File: src/rtl/mmm_pkg.sv
`timescale 1ns / 1ps
package mmm_pkg;
	localparam int DEF_NUM_WORDS = 8;
	localparam int DEF_WORD_BITS = 32;
	localparam int IDX_W = 3;
	localparam int CFG_W = 32;
	localparam int FIELD_W = 32;

	typedef enum logic [6:0] {
		ST_IDLE = 7'b0000001,
		ST_MUL  = 7'b0000010,
		ST_RED  = 7'b0000100,
		ST_PROP = 7'b0001000,
		ST_CMP  = 7'b0010000,
		ST_SUB  = 7'b0100000,
		ST_OUT  = 7'b1000000
	} state_t;

	typedef struct packed {
		logic clear;      // clear accumulator, start of operation
		logic mul_step;   // a[j]*b[i] MAC
		logic red_z;      // take z for row i
		logic red_step;   // z*n[j] MAC
		logic prop_step;  // carry ripple
		logic cmp_step;   // compare top-down
		logic sub_step;   // subtract
		logic row_end;    // write carry into i+N (multiply pass only)
		logic emit;
	} ctrl_t;

	typedef struct packed {
		logic carry_zero;
		logic top_set;
		logic cmp_lt;
		logic cmp_gt;
	} stat_t;
endpackage

File: src/rtl/mmm_ctrl.sv
`timescale 1ns / 1ps
module mmm_ctrl #(
	parameter int NUM_WORDS = mmm_pkg::DEF_NUM_WORDS,
	parameter int CW = (NUM_WORDS > 1) ? $clog2(NUM_WORDS) : 1,
	parameter int AW = $clog2(2 * NUM_WORDS + 1)
) (
	input  logic           clk,
	input  logic           arst_n,
	input  logic           go,
	input  mmm_pkg::stat_t stat,
	output mmm_pkg::ctrl_t ctrl,
	output logic [CW-1:0]  i_idx,
	output logic [CW-1:0]  j_idx,
	output logic [AW-1:0]  p_idx,
	output logic           busy
);
	import mmm_pkg::*;
	localparam logic [CW-1:0] LAST = CW'(NUM_WORDS - 1);
	localparam int ACC = 2 * NUM_WORDS + 1;

	state_t state_q;
	logic [CW-1:0] i_q, j_q;
	logic [AW-1:0] p_q;
	logic          rowend_q;

	assign i_idx = i_q;
	assign j_idx = j_q;
	assign p_idx = p_q;
	assign busy  = (state_q != ST_IDLE);

	always_comb begin
		ctrl = '0;
		ctrl.clear     = (state_q == ST_IDLE) && go;
		ctrl.mul_step  = (state_q == ST_MUL) && !rowend_q;
		ctrl.row_end   = (state_q == ST_MUL) && rowend_q;
		ctrl.red_z     = (state_q == ST_RED) && rowend_q;
		ctrl.red_step  = (state_q == ST_RED) && !rowend_q;
		ctrl.prop_step = (state_q == ST_PROP) && !stat.carry_zero;
		ctrl.cmp_step  = (state_q == ST_CMP);
		ctrl.sub_step  = (state_q == ST_SUB);
		ctrl.emit      = (state_q == ST_OUT);
	end

	// rowend_q: in MUL marks the carry write after a row; in RED marks the z step before a row
	always_ff @(posedge clk or negedge arst_n) begin
		if (!arst_n) begin
			state_q <= ST_IDLE;
			i_q <= '0; j_q <= '0; p_q <= '0; rowend_q <= 1'b0;
		end else begin
			unique case (state_q)
				ST_IDLE: if (go) begin
					state_q <= ST_MUL; i_q <= '0; j_q <= '0; rowend_q <= 1'b0;
				end
				ST_MUL: begin
					if (rowend_q) begin
						rowend_q <= 1'b0;
						j_q <= '0;
						if (i_q == LAST) begin
							state_q <= ST_RED; i_q <= '0; rowend_q <= 1'b1;
						end else i_q <= i_q + 1'b1;
					end else if (j_q == LAST) rowend_q <= 1'b1;
					else j_q <= j_q + 1'b1;
				end
				ST_RED: begin
					if (rowend_q) rowend_q <= 1'b0;
					else if (j_q == LAST) begin
						state_q <= ST_PROP;
						p_q <= AW'(i_q) + AW'(NUM_WORDS);
					end else j_q <= j_q + 1'b1;
				end
				ST_PROP: begin
					if (stat.carry_zero) begin
						if (i_q == LAST) begin
							state_q <= ST_CMP; j_q <= LAST;
						end else begin
							state_q <= ST_RED; i_q <= i_q + 1'b1; rowend_q <= 1'b1;
							j_q <= '0;
						end
					end else p_q <= p_q + 1'b1;
				end
				ST_CMP: begin
					if (stat.top_set || stat.cmp_gt || (!stat.cmp_lt && j_q == '0)) begin
						state_q <= ST_SUB; j_q <= '0;
					end else if (stat.cmp_lt) begin
						state_q <= ST_OUT; j_q <= '0;
					end else j_q <= j_q - 1'b1;
				end
				ST_SUB: begin
					if (j_q == LAST) begin state_q <= ST_OUT; j_q <= '0; end
					else j_q <= j_q + 1'b1;
				end
				ST_OUT: begin
					if (j_q == LAST) begin state_q <= ST_IDLE; j_q <= '0; end
					else j_q <= j_q + 1'b1;
				end
				default: state_q <= ST_IDLE;
			endcase
		end
	end

	a_onehot: assert property (@(posedge clk) disable iff (!arst_n) $onehot(state_q))
		else $error("state not one-hot");
	a_go_busy: assert property (@(posedge clk) disable iff (!arst_n)
		(state_q == ST_IDLE && go) |=> (state_q == ST_MUL))
		else $error("start not taken");
	a_prop_rng: assert property (@(posedge clk) disable iff (!arst_n)
		ctrl.prop_step |-> (p_q < AW'(ACC)))
		else $error("ripple past top");
	a_emit_end: assert property (@(posedge clk) disable iff (!arst_n)
		(ctrl.emit && j_q == LAST) |=> !busy)
		else $error("no return to idle");
endmodule

File: config.mk
export PLATFORM = sky130hd
export DESIGN_NAME = mmm_ctrl
export DESIGN_NICKNAME = d
export VERILOG_FILES = /design/src/rtl/mmm_pkg.sv /design/src/rtl/mmm_ctrl.sv
export SDC_FILE = /design/constraint.sdc
export NUM_CORES = 1
export LEC_CHECK = 0
export BUFFER_PORTS_ARGS = -buffer_cell sky130_fd_sc_hd__buf_2
export CAP_MARGIN = 10
export CORE_ASPECT_RATIO = 0.5
export CORE_MARGIN = 2
export CORE_UTILIZATION = 35
export DETAILED_ROUTE_END_ITERATION = 16
export GPL_TIMING_DRIVEN = 0
export SLEW_MARGIN = 20
export SYNTH_ARGS = -nofsm -noshare
export SYNTH_HDL_FRONTEND = slang
export SYNTH_SLANG_ARGS = --single-unit
File: constraint.sdc
create_clock -name clk -period 4.1 [get_ports clk]
set_clock_uncertainty 0.15 [all_clocks]
set_input_delay 0.205 -clock clk [delete_from_list [all_inputs] [get_ports clk]]
set_output_delay 0.205 -clock clk [all_outputs]
set_load 0.02 [all_outputs]
==> results.md, run 1 <==
* Run status: completed
* Synthesized cell area at 0.00152 mm2
* Share of cells above drive strength 1 at 24.6%
* Crit-path max FO at 8
* Largest cells by area after synthesis: dfrtp_1 (30%), ha_1 (7.4%), nor2_1 (4.2%)
* Fin worst setup slack at between 1.5 and 2 ns
* Ys async rst share at 100%
* GRT Residual Overflow at 0
* Lkg Pwr at 0.833 nW
* # DRC at 0
* Finish-stage setup viols at 0
* Remaining antenna violation count at 0
* Sequential share of the synthesized area at a little under a third
* H-tree lvl count at 1
* Largest net degree at the start of global routing at 20
* Vias per cell at ~5.4
* Cell Count, Final, Fillers Out at between 200 and 300
* Num ports at 28
* Fin crit share at 60.9%
* Post-Place Cells at 255
* Pre-CTS setup slack at about 1.8 ns
* Warnings, synthesis at 0
* Max-cap check violation count at 0
* Initial core utilization at 37.7%
* Worst-path clk slew at 0.08 ns
* Kind of critical path: flop to output pin
* Drt pass-1 iters at 4
* Worst-Margin Slew at 0.584 ns
* Port bufs at 27
* Synth top cells by count: dfrtp_1 (18), nor2_1 (17), inv_1 (13)
* HP Class: input pin to flop
* Final Power at 0.000882 W
* #FFs+latches synth at 19
* Max Slew Vio Count at 0
* Core Footprint at 0.00402 mm2
* Minimum clock period after layout at 2.50 ns
* TNS Setup at 0 ns
* Clock root buffer: clkbuf_8
* Row count at 16
* Pwr dens at 493 mW/mm2
* Post_cts resized at 0
* Crit path required time at 3.74 ns
* GRT Total Usage at 16.7%
* RSZ-0062 raised after global routing: false
* Utilization after layout at 44.4%
* Main synth FF type: dfrtp_1
* Nets at 224
* CTS tree: done
* DP Wirelength at 2960 um
* Die height at slightly above 50 um
* Antenna Cells at 0
* Num CTS Buffers at 3
* First-pass GRT wire length at approximately 6600 um
* Area grow syn2layout at 17.7%
* DR vias at 1406
* Drt initial violations at 140
* CP Launch Type: flop
* Avg WL per Cell at ~15 um
* Syn Area/Cell at a little under 9 um2
* Worst Path Arrival at 2.14 ns
* Post-Syn Instances at 174
* Final Wtd Congestion at approximately 0.84
* Normalized max-slew margin at 60.7%
* Antenna violations before repair at 0
* Crit. End Element: output pin
* Count leader, synth: dfrtp_1
* Synthesized Nets at 190
* Die Area at 0.00492 mm2
* VDD IR max at between 100 and 150 uV
* Clock Latency Late Sink at 0.26 ns
* Dominant cell type by area after synthesis: dfrtp_1
* EDFF count, synth at 0
* Detailed-route wire length at 3830 um
* Number of global-route vias before repair at 1333
* Die X-Extent at 97.2 um
* Unique masters post-synth at 52
* Yosys top cell area share at a little under 30%
* CTS Buffer Depth at 2
* Fin. Hold Viols at 0
* Clock sinks at 19
* Max Fclk at roughly 400 MHz
[what timing repair did]
item / CTS / global route
hold buffers: 2 / 0
endpoints found under the hold margin: 19 / 0
buffers inserted: 0 / 0
[sequential cells by signal, indices dropped and copies added, names as in the netlist]
name and flops:
state_q 7, p_idx 5, i_idx 3, j_idx 3
rowend_q 1
[final timing paths]
kind | startpoint | end | depth (start not counted) | slack (ns)
max | state_q[4]$_DFFE_PN0P_ | ctrl[8] | 4 | 1.60
min | stat[3] | state_q[3]$_DFFE_PN0P_ | 2 | 0.07
max reg2reg | j_idx[1]$_DFFE_PN0P_ | p_idx[1]$_DFFE_PN0P_ | 7 | 1.74
min reg2reg | p_idx[3]$_DFFE_PN0P_ | p_idx[3]$_DFFE_PN0P_ | 2 | 0.39
max in group asynchronous | arst_n | state_q[0]$_DFFE_PN1P_ | 2 | 3.18
min in group asynchronous | arst_n | state_q[6]$_DFFE_PN0P_ | 2 | 0.26
[report_power, final]
group | internal [W] | switching (W) | leakage (nW)
clock | 0.0000678 | 0.0000694 | 0.0255
combinational | 0.000197 | 0.000300 | 0.558
sequential | 0.000216 | 0.0000308 | 0.249
total | 0.000482 | 0.000400 | 0.833
[kinds of logic after synthesis]
| kind of cell | after synthesis | share of synthesized area [%] |
|---|---|---|
| AOI/OAI and AO/OA | 47 | 22.6 |
| muxes | 4 | 2.64 |
| adders and majority gates | 9 | 7.41 |
| buffers and inverters | 22 | 6.43 |
| xor gates and xnor gates | 4 | 2.31 |
| DFF | 19 | 31.4 |
| and+or+nand+nor | 69 | 27.3 |
[placed cells by master (no fill, tap or decap), types with 5 or more instances in the layout]
master and count:
a21oi_1 9, o21ai_0 6, nand2b_1 7, nor3_1 5, dfrtp_1 18, ha_1 9, nand2_1 7, nor2_1 17
buf_2 33, and2_1 5, inv_1 13, o22ai_1 5
[worst max-delay path: stages (launching register included)]
cell and delay, ns:
dfrtp_1 0.46, or4_4 0.60, nor4b_4 0.43, and2_1 0.22, buf_2 0.17
[layout make-up]
type | count | area (um2)
Buffer | 9 | 48.8
Clock buffer | 3 | 41.3
Clock inverter | 1 | 5.00
Fill cell | 425 | 2240
Inverter | 13 | 48.8
Multi-Input combinational cell | 133 | 945
Sequential cell | 19 | 477
Tap cell | 54 | 67.6
Timing Repair Buffer | 29 | 155
[routing by layer]
metal	vias up	global-route usage (%)	wire, um
met1	680	24.1	2100
met5	-	0	0
li1	701	-	-
met4	0	3.52	19
met2	23	25.7	1560
met3	2	3.62	148
[per-stage QoR]
step                hold slack [ns]  area (um2)
floorplan                    -0.241        1520
global placement             0.0312        1720
detailed placement           0.0291        1720
CTS                          0.0627        1790
global route                 0.0659        1790
finish                       0.0668        1790
No activity file was read; power rests on OpenSTA's default activity.
==> run 2: changes to the inputs <==
- clock period: 4.1 -> 2.5 ns (I/O delays scaled with it)
==> results.md, run 2 (synthesis gave the netlist of run 1 again) <==
* Drt initial violations at 119 (-15%)
* Post-Place Cells at 255 (unchanged)
* Worst Path Arrival at 2.15 ns (about the same)
* Nets at 225 (+0.45%)
* Detailed-route wire length at 3830 um (-0.13%)
* Worst-path clk slew at 0.08 ns (about the same)
* Number of global-route vias before repair at 1333 (unchanged)
* Largest net degree at the start of global routing at 20 (unchanged)
* Fin crit share at 96.9%
* VDD IR max at 231 uV (+65%)
* R2R depth at 6 (-1)
* Hold Path Depth at 3 (+1)
* Remaining antenna violation count at 0 (unchanged)
* Clk pwr share at 15.6% (about the same)
* # DRC at 0 (unchanged)
* Antenna Cells at 0 (unchanged)
* HP Class: input pin to flop
* Minimum clock period after layout at 2.42 ns
* Antenna violations before repair at 0 (unchanged)
* CTS Buffer Depth at 2 (unchanged)
* Core Footprint at 0.00402 mm2 (unchanged)
* Clock Latency Late Sink at 0.26 ns (about the same)
* Seq pwr share at 28.0% (about the same)
* Vias per cell at 5.37 (-0.24%)
* CP Launch Type: flop
* Area grow syn2layout at 18.5%
* Max Slew Vio Count at 0 (unchanged)
* Max Fclk at 413 MHz
* TNS Setup at 0 ns (unchanged)
* Die Area at 0.00492 mm2 (unchanged)
* Multi-input logic area at 947 um2 (+0.26%)
* Run status: completed
* Die X-Extent at 97.2 um (unchanged)
* Cell Count, Final, Fillers Out at 262 (+0.38%)
* Num CTS Buffers at 3 (unchanged)
* Fin. Hold Viols at 0 (unchanged)
* Reg with most FFs: state_q
* Lkg Pwr at 0.837 nW (+0.49%)
* Port bufs at 27 (unchanged)
* Sw frac at 45.4% (about the same)
* Initial core utilization at 37.7% (unchanged)
* GRT Total Usage at 16.7% (unchanged)
* Avg WL per Cell at 14.6 um (-0.51%)
* CTS tree: done
* H-tree lvl count at 1 (unchanged)
* GRT Residual Overflow at 0 (unchanged)
* RSZ-0062 raised after global routing: false
* Setup Buffers After CTS at 0 (unchanged)
* Fin worst setup slack at 0.0785 ns (-1.52 ns)
* Drt pass-1 iters at 4 (unchanged)
* Max-cap check violation count at 0 (unchanged)
* Row count at 16 (unchanged)
* Share of cells above drive strength 1 at 25.0% (+0.36 points)
* Num ports at 28 (unchanged)
* Normalized max-slew margin at 59.9% (-0.81 points)
* Pre-CTS setup slack at 0.179 ns (-1.60 ns)
* FF/Latch Area at 477 um2 (unchanged)
* Fillers at 423 (-0.47%)
* Pwr dens at 805 mW/mm2 (+63%)
* Number of flip-flops in the largest register at 7 (unchanged)
* Comb pwr share at 56.5% (about the same)
* Crit path required time at 2.23 ns (-1.51 ns)
* Net load switching power at 0.000658 W (+64%)
* Crit-path max FO at 8 (unchanged)
* Finish-stage setup viols at 0 (unchanged)
* Die height at 50.6 um (unchanged)
* Kind of critical path: flop to output pin
* Clock sinks at 19 (unchanged)
* Commonest non-fill, non-tap cell in the layout: buf_2
* DP Wirelength at 2960 um (unchanged)
* Final Wtd Congestion at 0.839 (unchanged)
* DR vias at 1408 (+0.14%)
* Internal power at 0.000791 W (+64%)
* Worst-Margin Slew at 0.596 ns (+0.0121 ns)
* Clock root buffer: clkbuf_8
* Commonest non-fill, non-tap cells in the layout: buf_2 (33), dfrtp_1 (18), nor2_1 (17), inv_1 (13)
* First-pass GRT wire length at 6560 um (unchanged)
* Crit. End Element: output pin
[run 2: cell count changes in the layout (fill, tap and decap cells not counted), sizes merged]
cell and delta:
dlygate4sd3 +1
[run 2: layout make-up]
cell class	count	share of cell area (%)
Buffer	9	2.71
Clock buffer	3	2.29
Clock inverter	1	0.278
Inverter	13	2.71
Multi-Input combinational cell	133	52.6
Sequential cell	19	26.5
Tap cell	54	3.75
Timing Repair Buffer	30	9.17
[run 2: critical path: stages (launching register included)]
cell and delay, ns:
dfrtp_1 0.46, or4_4 0.60, nor4b_4 0.43, and2_1 0.22, buf_2 0.17
[run 2: final timing paths]
kind / slack (ns) / end / from
max: 0.08 / ctrl[8] / state_q[4]$_DFFE_PN0P_
min: 0.03 / state_q[5]$_DFFE_PN0P_ / stat[0]
max reg2reg: 0.15 / state_q[4]$_DFFE_PN0P_ / state_q[3]$_DFFE_PN0P_
min reg2reg: 0.39 / p_idx[3]$_DFFE_PN0P_ / p_idx[3]$_DFFE_PN0P_
max in group asynchronous: 1.67 / state_q[0]$_DFFE_PN1P_ / arst_n
min in group asynchronous: 0.18 / state_q[6]$_DFFE_PN0P_ / arst_n
[run 2: timing repair]
item	in CTS	in global routing
hold endpoints to repair	21	0
gates resized for setup	0	1
hold buffers	3	0
setup endpoints to repair	0	2
[run 2: routing by layer]
metal  global-route usage, %  up-vias  routed length, um  share of wire [%]
met5                       0        -                  0                  0
met4                    3.52        0                 29               0.76
met3                    3.48        4                151                3.9
met2                    25.7       28               1530                 40
met1                    24.2      673               2110                 55
li1                        -      703                  -                  -
[run 2: power groups by stage]
| stage | sequential (W) | clock (W) | combinational, W |
|---|---|---|---|
| finish | 0.000405 | 0.000226 | 0.000818 |
| global route | 0.000413 | 0.000248 | 0.000890 |
| CTS | 0.000405 | 0.000228 | 0.000809 |
| detailed placement | 0.000411 | 0 | 0.000801 |
| global placement | 0.000408 | 0 | 0.000796 |
| floorplan | 0.000416 | 0 | 0.000588 |
[run 2: stage by stage]
step	hold WS [ns]	total power (W)	area (um2)	utilization, %
after global placement	-0.0488	0.00120	1720	42.8
final	0.0291	0.00145	1800	44.7
after detailed placement	-0.0509	0.00121	1720	42.8
after CTS	0.0312	0.00144	1800	44.7
after global routing	0.0677	0.00155	1800	44.7
after floorplan	-0.321	0.00100	1520	-
==> run 3: changes to the inputs <==
- ABC_AREA: unset -> 1
==> results.md, run 3 <==
* Run status: completed
* GRT Total Usage at 15.1% (-1.6 points)
* Row count at 16 (unchanged)
* Commonest non-fill, non-tap cells in the layout: nand2_1 (90), inv_1 (32), buf_2 (28), nand3_1 (22), nor2_1 (20)
* Avg WL per Cell at 11.1 um (-24%)
* Fillers at 446 (+5.4%)
* VDD IR max at 312 uV (+35%)
* Clock sinks at 19 (unchanged)
* #FFs+latches synth at 19 (unchanged)
* Num CTS Buffers at 3 (unchanged)
* Port bufs at 27 (unchanged)
* CTS tree: done
* Max Slew Vio Count at 0 (unchanged)
* Kind of critical path: flop to flop
* Die height at 50.7 um (+0.26%)
* Area grow syn2layout at 17.0%
* Largest cells by area after synthesis: dfrtp_1 (29%), nand2_1 (22%), inv_1 (7.9%)
* Core Footprint at 0.00404 mm2 (+0.50%)
* Number of flip-flops in the largest register at 7 (unchanged)
* Crit. End Element: flop
* Normalized max-slew margin at 70.5% (+11 points)
* Clock Latency Late Sink at 0.26 ns (about the same)
* EDFF count, synth at 0 (unchanged)
* Worst Path Arrival at 1.99 ns (-0.16 ns)
* Post-Place Cells at 315 (+24%)
* Finish-stage setup viols at 0 (unchanged)
* Number of global-route vias before repair at 1315 (-1.4%)
* Nets at 283 (+26%)
* # DRC at 0 (unchanged)
* First-pass GRT wire length at 5910 um (-9.9%)
* Synthesized cell area at 0.00153 mm2 (+0.58%)
* Synth top cells by count: nand2_1 (90), inv_1 (32), nand3_1 (22)
* Remaining antenna violation count at 0 (unchanged)
* Worst R2R Setup Slack at 0.57 ns (+0.42 ns)
* Die X-Extent at 97.4 um (+0.28%)
* Commonest non-fill, non-tap cell in the layout: nand2_1
* Fin. Hold Viols at 0 (unchanged)
* DR vias at 1489 (+5.8%)
* RSZ-0062 raised after global routing: false
* Detailed-route wire length at 3540 um (-7.6%)
* Max-cap check violation count at 0 (unchanged)
* Warnings, synthesis at 0 (unchanged)
* Syn Area/Cell at 6.53 um2 (-25%)
* Cell Count, Final, Fillers Out at 320 (+22%)
* HP Class: input pin to flop
* Antenna violations before repair at 0 (unchanged)
* Main synth FF type: dfrtp_1
* Hold Path Depth at 4 (+1)
* Final Wtd Congestion at 0.845 (+0.73%)
* WHS Endpoint: state_q[4]$_DFFE_PN0P_
* Crit path required time at 2.56 ns (+0.33 ns)
* CP Launch Type: flop
* Die Area at 0.00494 mm2 (+0.54%)
* Dominant cell type by area after synthesis: dfrtp_1
* GRT Residual Overflow at 0 (unchanged)
* Synthesized Nets at 250 (+32%)
* Ys async rst share at 100% (unchanged)
* Initial core utilization at 37.8% (about the same)
* DP Wirelength at 2790 um (-5.6%)
* Pwr dens at 801 mW/mm2 (-0.48%)
* Clock root buffer: clkbuf_8
* TNS Setup at 0 ns (unchanged)
* Drt pass-1 iters at 4 (unchanged)
* Worst-Margin Slew at 0.442 ns (-0.154 ns)
* RR Startpoint: j_idx[0]$_DFFE_PN0P_
* Post-Syn Instances at 234 (+34%)
* Yosys top cell area share at 29.5% (-0.17 points)
* Drt initial violations at 70 (-41%)
* Num ports at 28 (unchanged)
* R2R depth at 11 (+5)
* Minimum clock period after layout at 1.93 ns (-0.492 ns)
* End of the worst register-to-register path: j_idx[0]$_DFFE_PN0P_
* Worst-path clk slew at 0.08 ns (about the same)
* Lkg Pwr at 1.07 nW (+28%)
* Antenna Cells at 0 (unchanged)
* Crit-path max FO at 5 (-3)
* Sequential share of the synthesized area at 31.2% (-0.18 points)
* CTS Buffer Depth at 2 (unchanged)
* Unique masters post-synth at 23 (-56%)
* Max Fclk at 518 MHz (+26%)
* Share of cells above drive strength 1 at 19.9% (-5.1 points)
* Vias per cell at 4.65 (-13%)
* Count leader, synth: nand2_1
* Hold Path Origin: stat[1]
* Reg with most FFs: state_q
* H-tree lvl count at 1 (unchanged)
* Largest net degree at the start of global routing at 20 (unchanged)
* Fin crit share at 77.2% (-20 points)
-- run 3: cell count changes after synthesis, sizes merged, moves of 6 or more --
cell,delta
nand2b,-7
nor2,+11
nand2,+86
nor3,-6
inv,+21
nand3,+23
-- run 3: worst max-delay path by stage --
stage	from	to	cells after the start
floorplan	j_idx[0]$_DFFE_PN0P_	j_idx[0]$_DFFE_PN0P_	11
global placement	j_idx[0]$_DFFE_PN0P_	j_idx[0]$_DFFE_PN0P_	11
detailed placement	j_idx[0]$_DFFE_PN0P_	j_idx[0]$_DFFE_PN0P_	11
CTS	j_idx[0]$_DFFE_PN0P_	j_idx[0]$_DFFE_PN0P_	11
global route	j_idx[0]$_DFFE_PN0P_	j_idx[0]$_DFFE_PN0P_	11
finish	j_idx[0]$_DFFE_PN0P_	j_idx[0]$_DFFE_PN0P_	11
-- run 3: worst max-delay path, stage by stage, from the launching register on --
cell,delay [ns]
dfrtp_1,0.44
ha_1,0.23
ha_1,0.22
inv_1,0.12
ha_1,0.24
inv_1,0.07
nand3_1,0.07
nand2_1,0.08
inv_1,0.04
nand4_1,0.07
nand2_1,0.06
nand2_1,0.06
-- run 3: kinds of logic after synthesis --
family,share of synthesized area [%]
adders and majority gates,7.37
DFF,31.2
AOI/OAI and AO/OA,4.42
buffers and inverters,9.42
xor gates and xnor gates,1.72
and+or+nand+nor,45.9
-- run 3: where the power goes --
| group | internal [W] | switching [W] | total [W] | leakage [nW] |
|---|---|---|---|---|
| combinational | 0.000241 | 0.000526 | 0.000767 | 0.790 |
| clock | 0.000111 | 0.000115 | 0.000226 | 0.0255 |
| sequential | 0.000375 | 0.0000631 | 0.000438 | 0.257 |
| total | 0.000727 | 0.000704 | 0.00143 | 1.07 |
-- run 3: layout make-up --
type	count	area, um2	area share (%)
Buffer	2	16.3	0.910
Tap cell	54	67.6	3.78
Inverter	34	128	7.14
Sequential cell	19	477	26.7
Timing Repair Buffer	28	145	8.12
Multi-Input combinational cell	179	907	50.8
Clock buffer	3	41.3	2.31
Clock inverter	1	5.00	0.280
-- run 3: repair_timing --
action | 4_1_cts | 5_1_grt
hold buffers | 1 | 0
gates resized for setup | 0 | 0
buffers inserted | 0 | 0
endpoints found under the hold margin | 19 | 0
-- run 3: layer usage --
metal  part of all wire, %  global-route usage, %  wire [um]
met1                    53                   20.6       1870
met2                    43                   23.8       1510
met3                   3.9                   4.04        139
met4                  0.54                   4.17         19
met5                     0                      0          0
-- run 3: stage by stage --
step	cell area (um2)	hold slack [ns]	setup WS (ns)	power [W]	utilization, %
global placement	1730	-0.0487	0.604	0.00121	42.8
finish	1790	0.0382	0.571	0.00143	44.2
CTS	1790	0.0315	0.561	0.00145	44.2
floorplan	1530	-0.321	0.671	0.00102	-
global route	1790	0.0701	0.392	0.00158	44.2
detailed placement	1730	-0.0461	0.590	0.00122	42.8
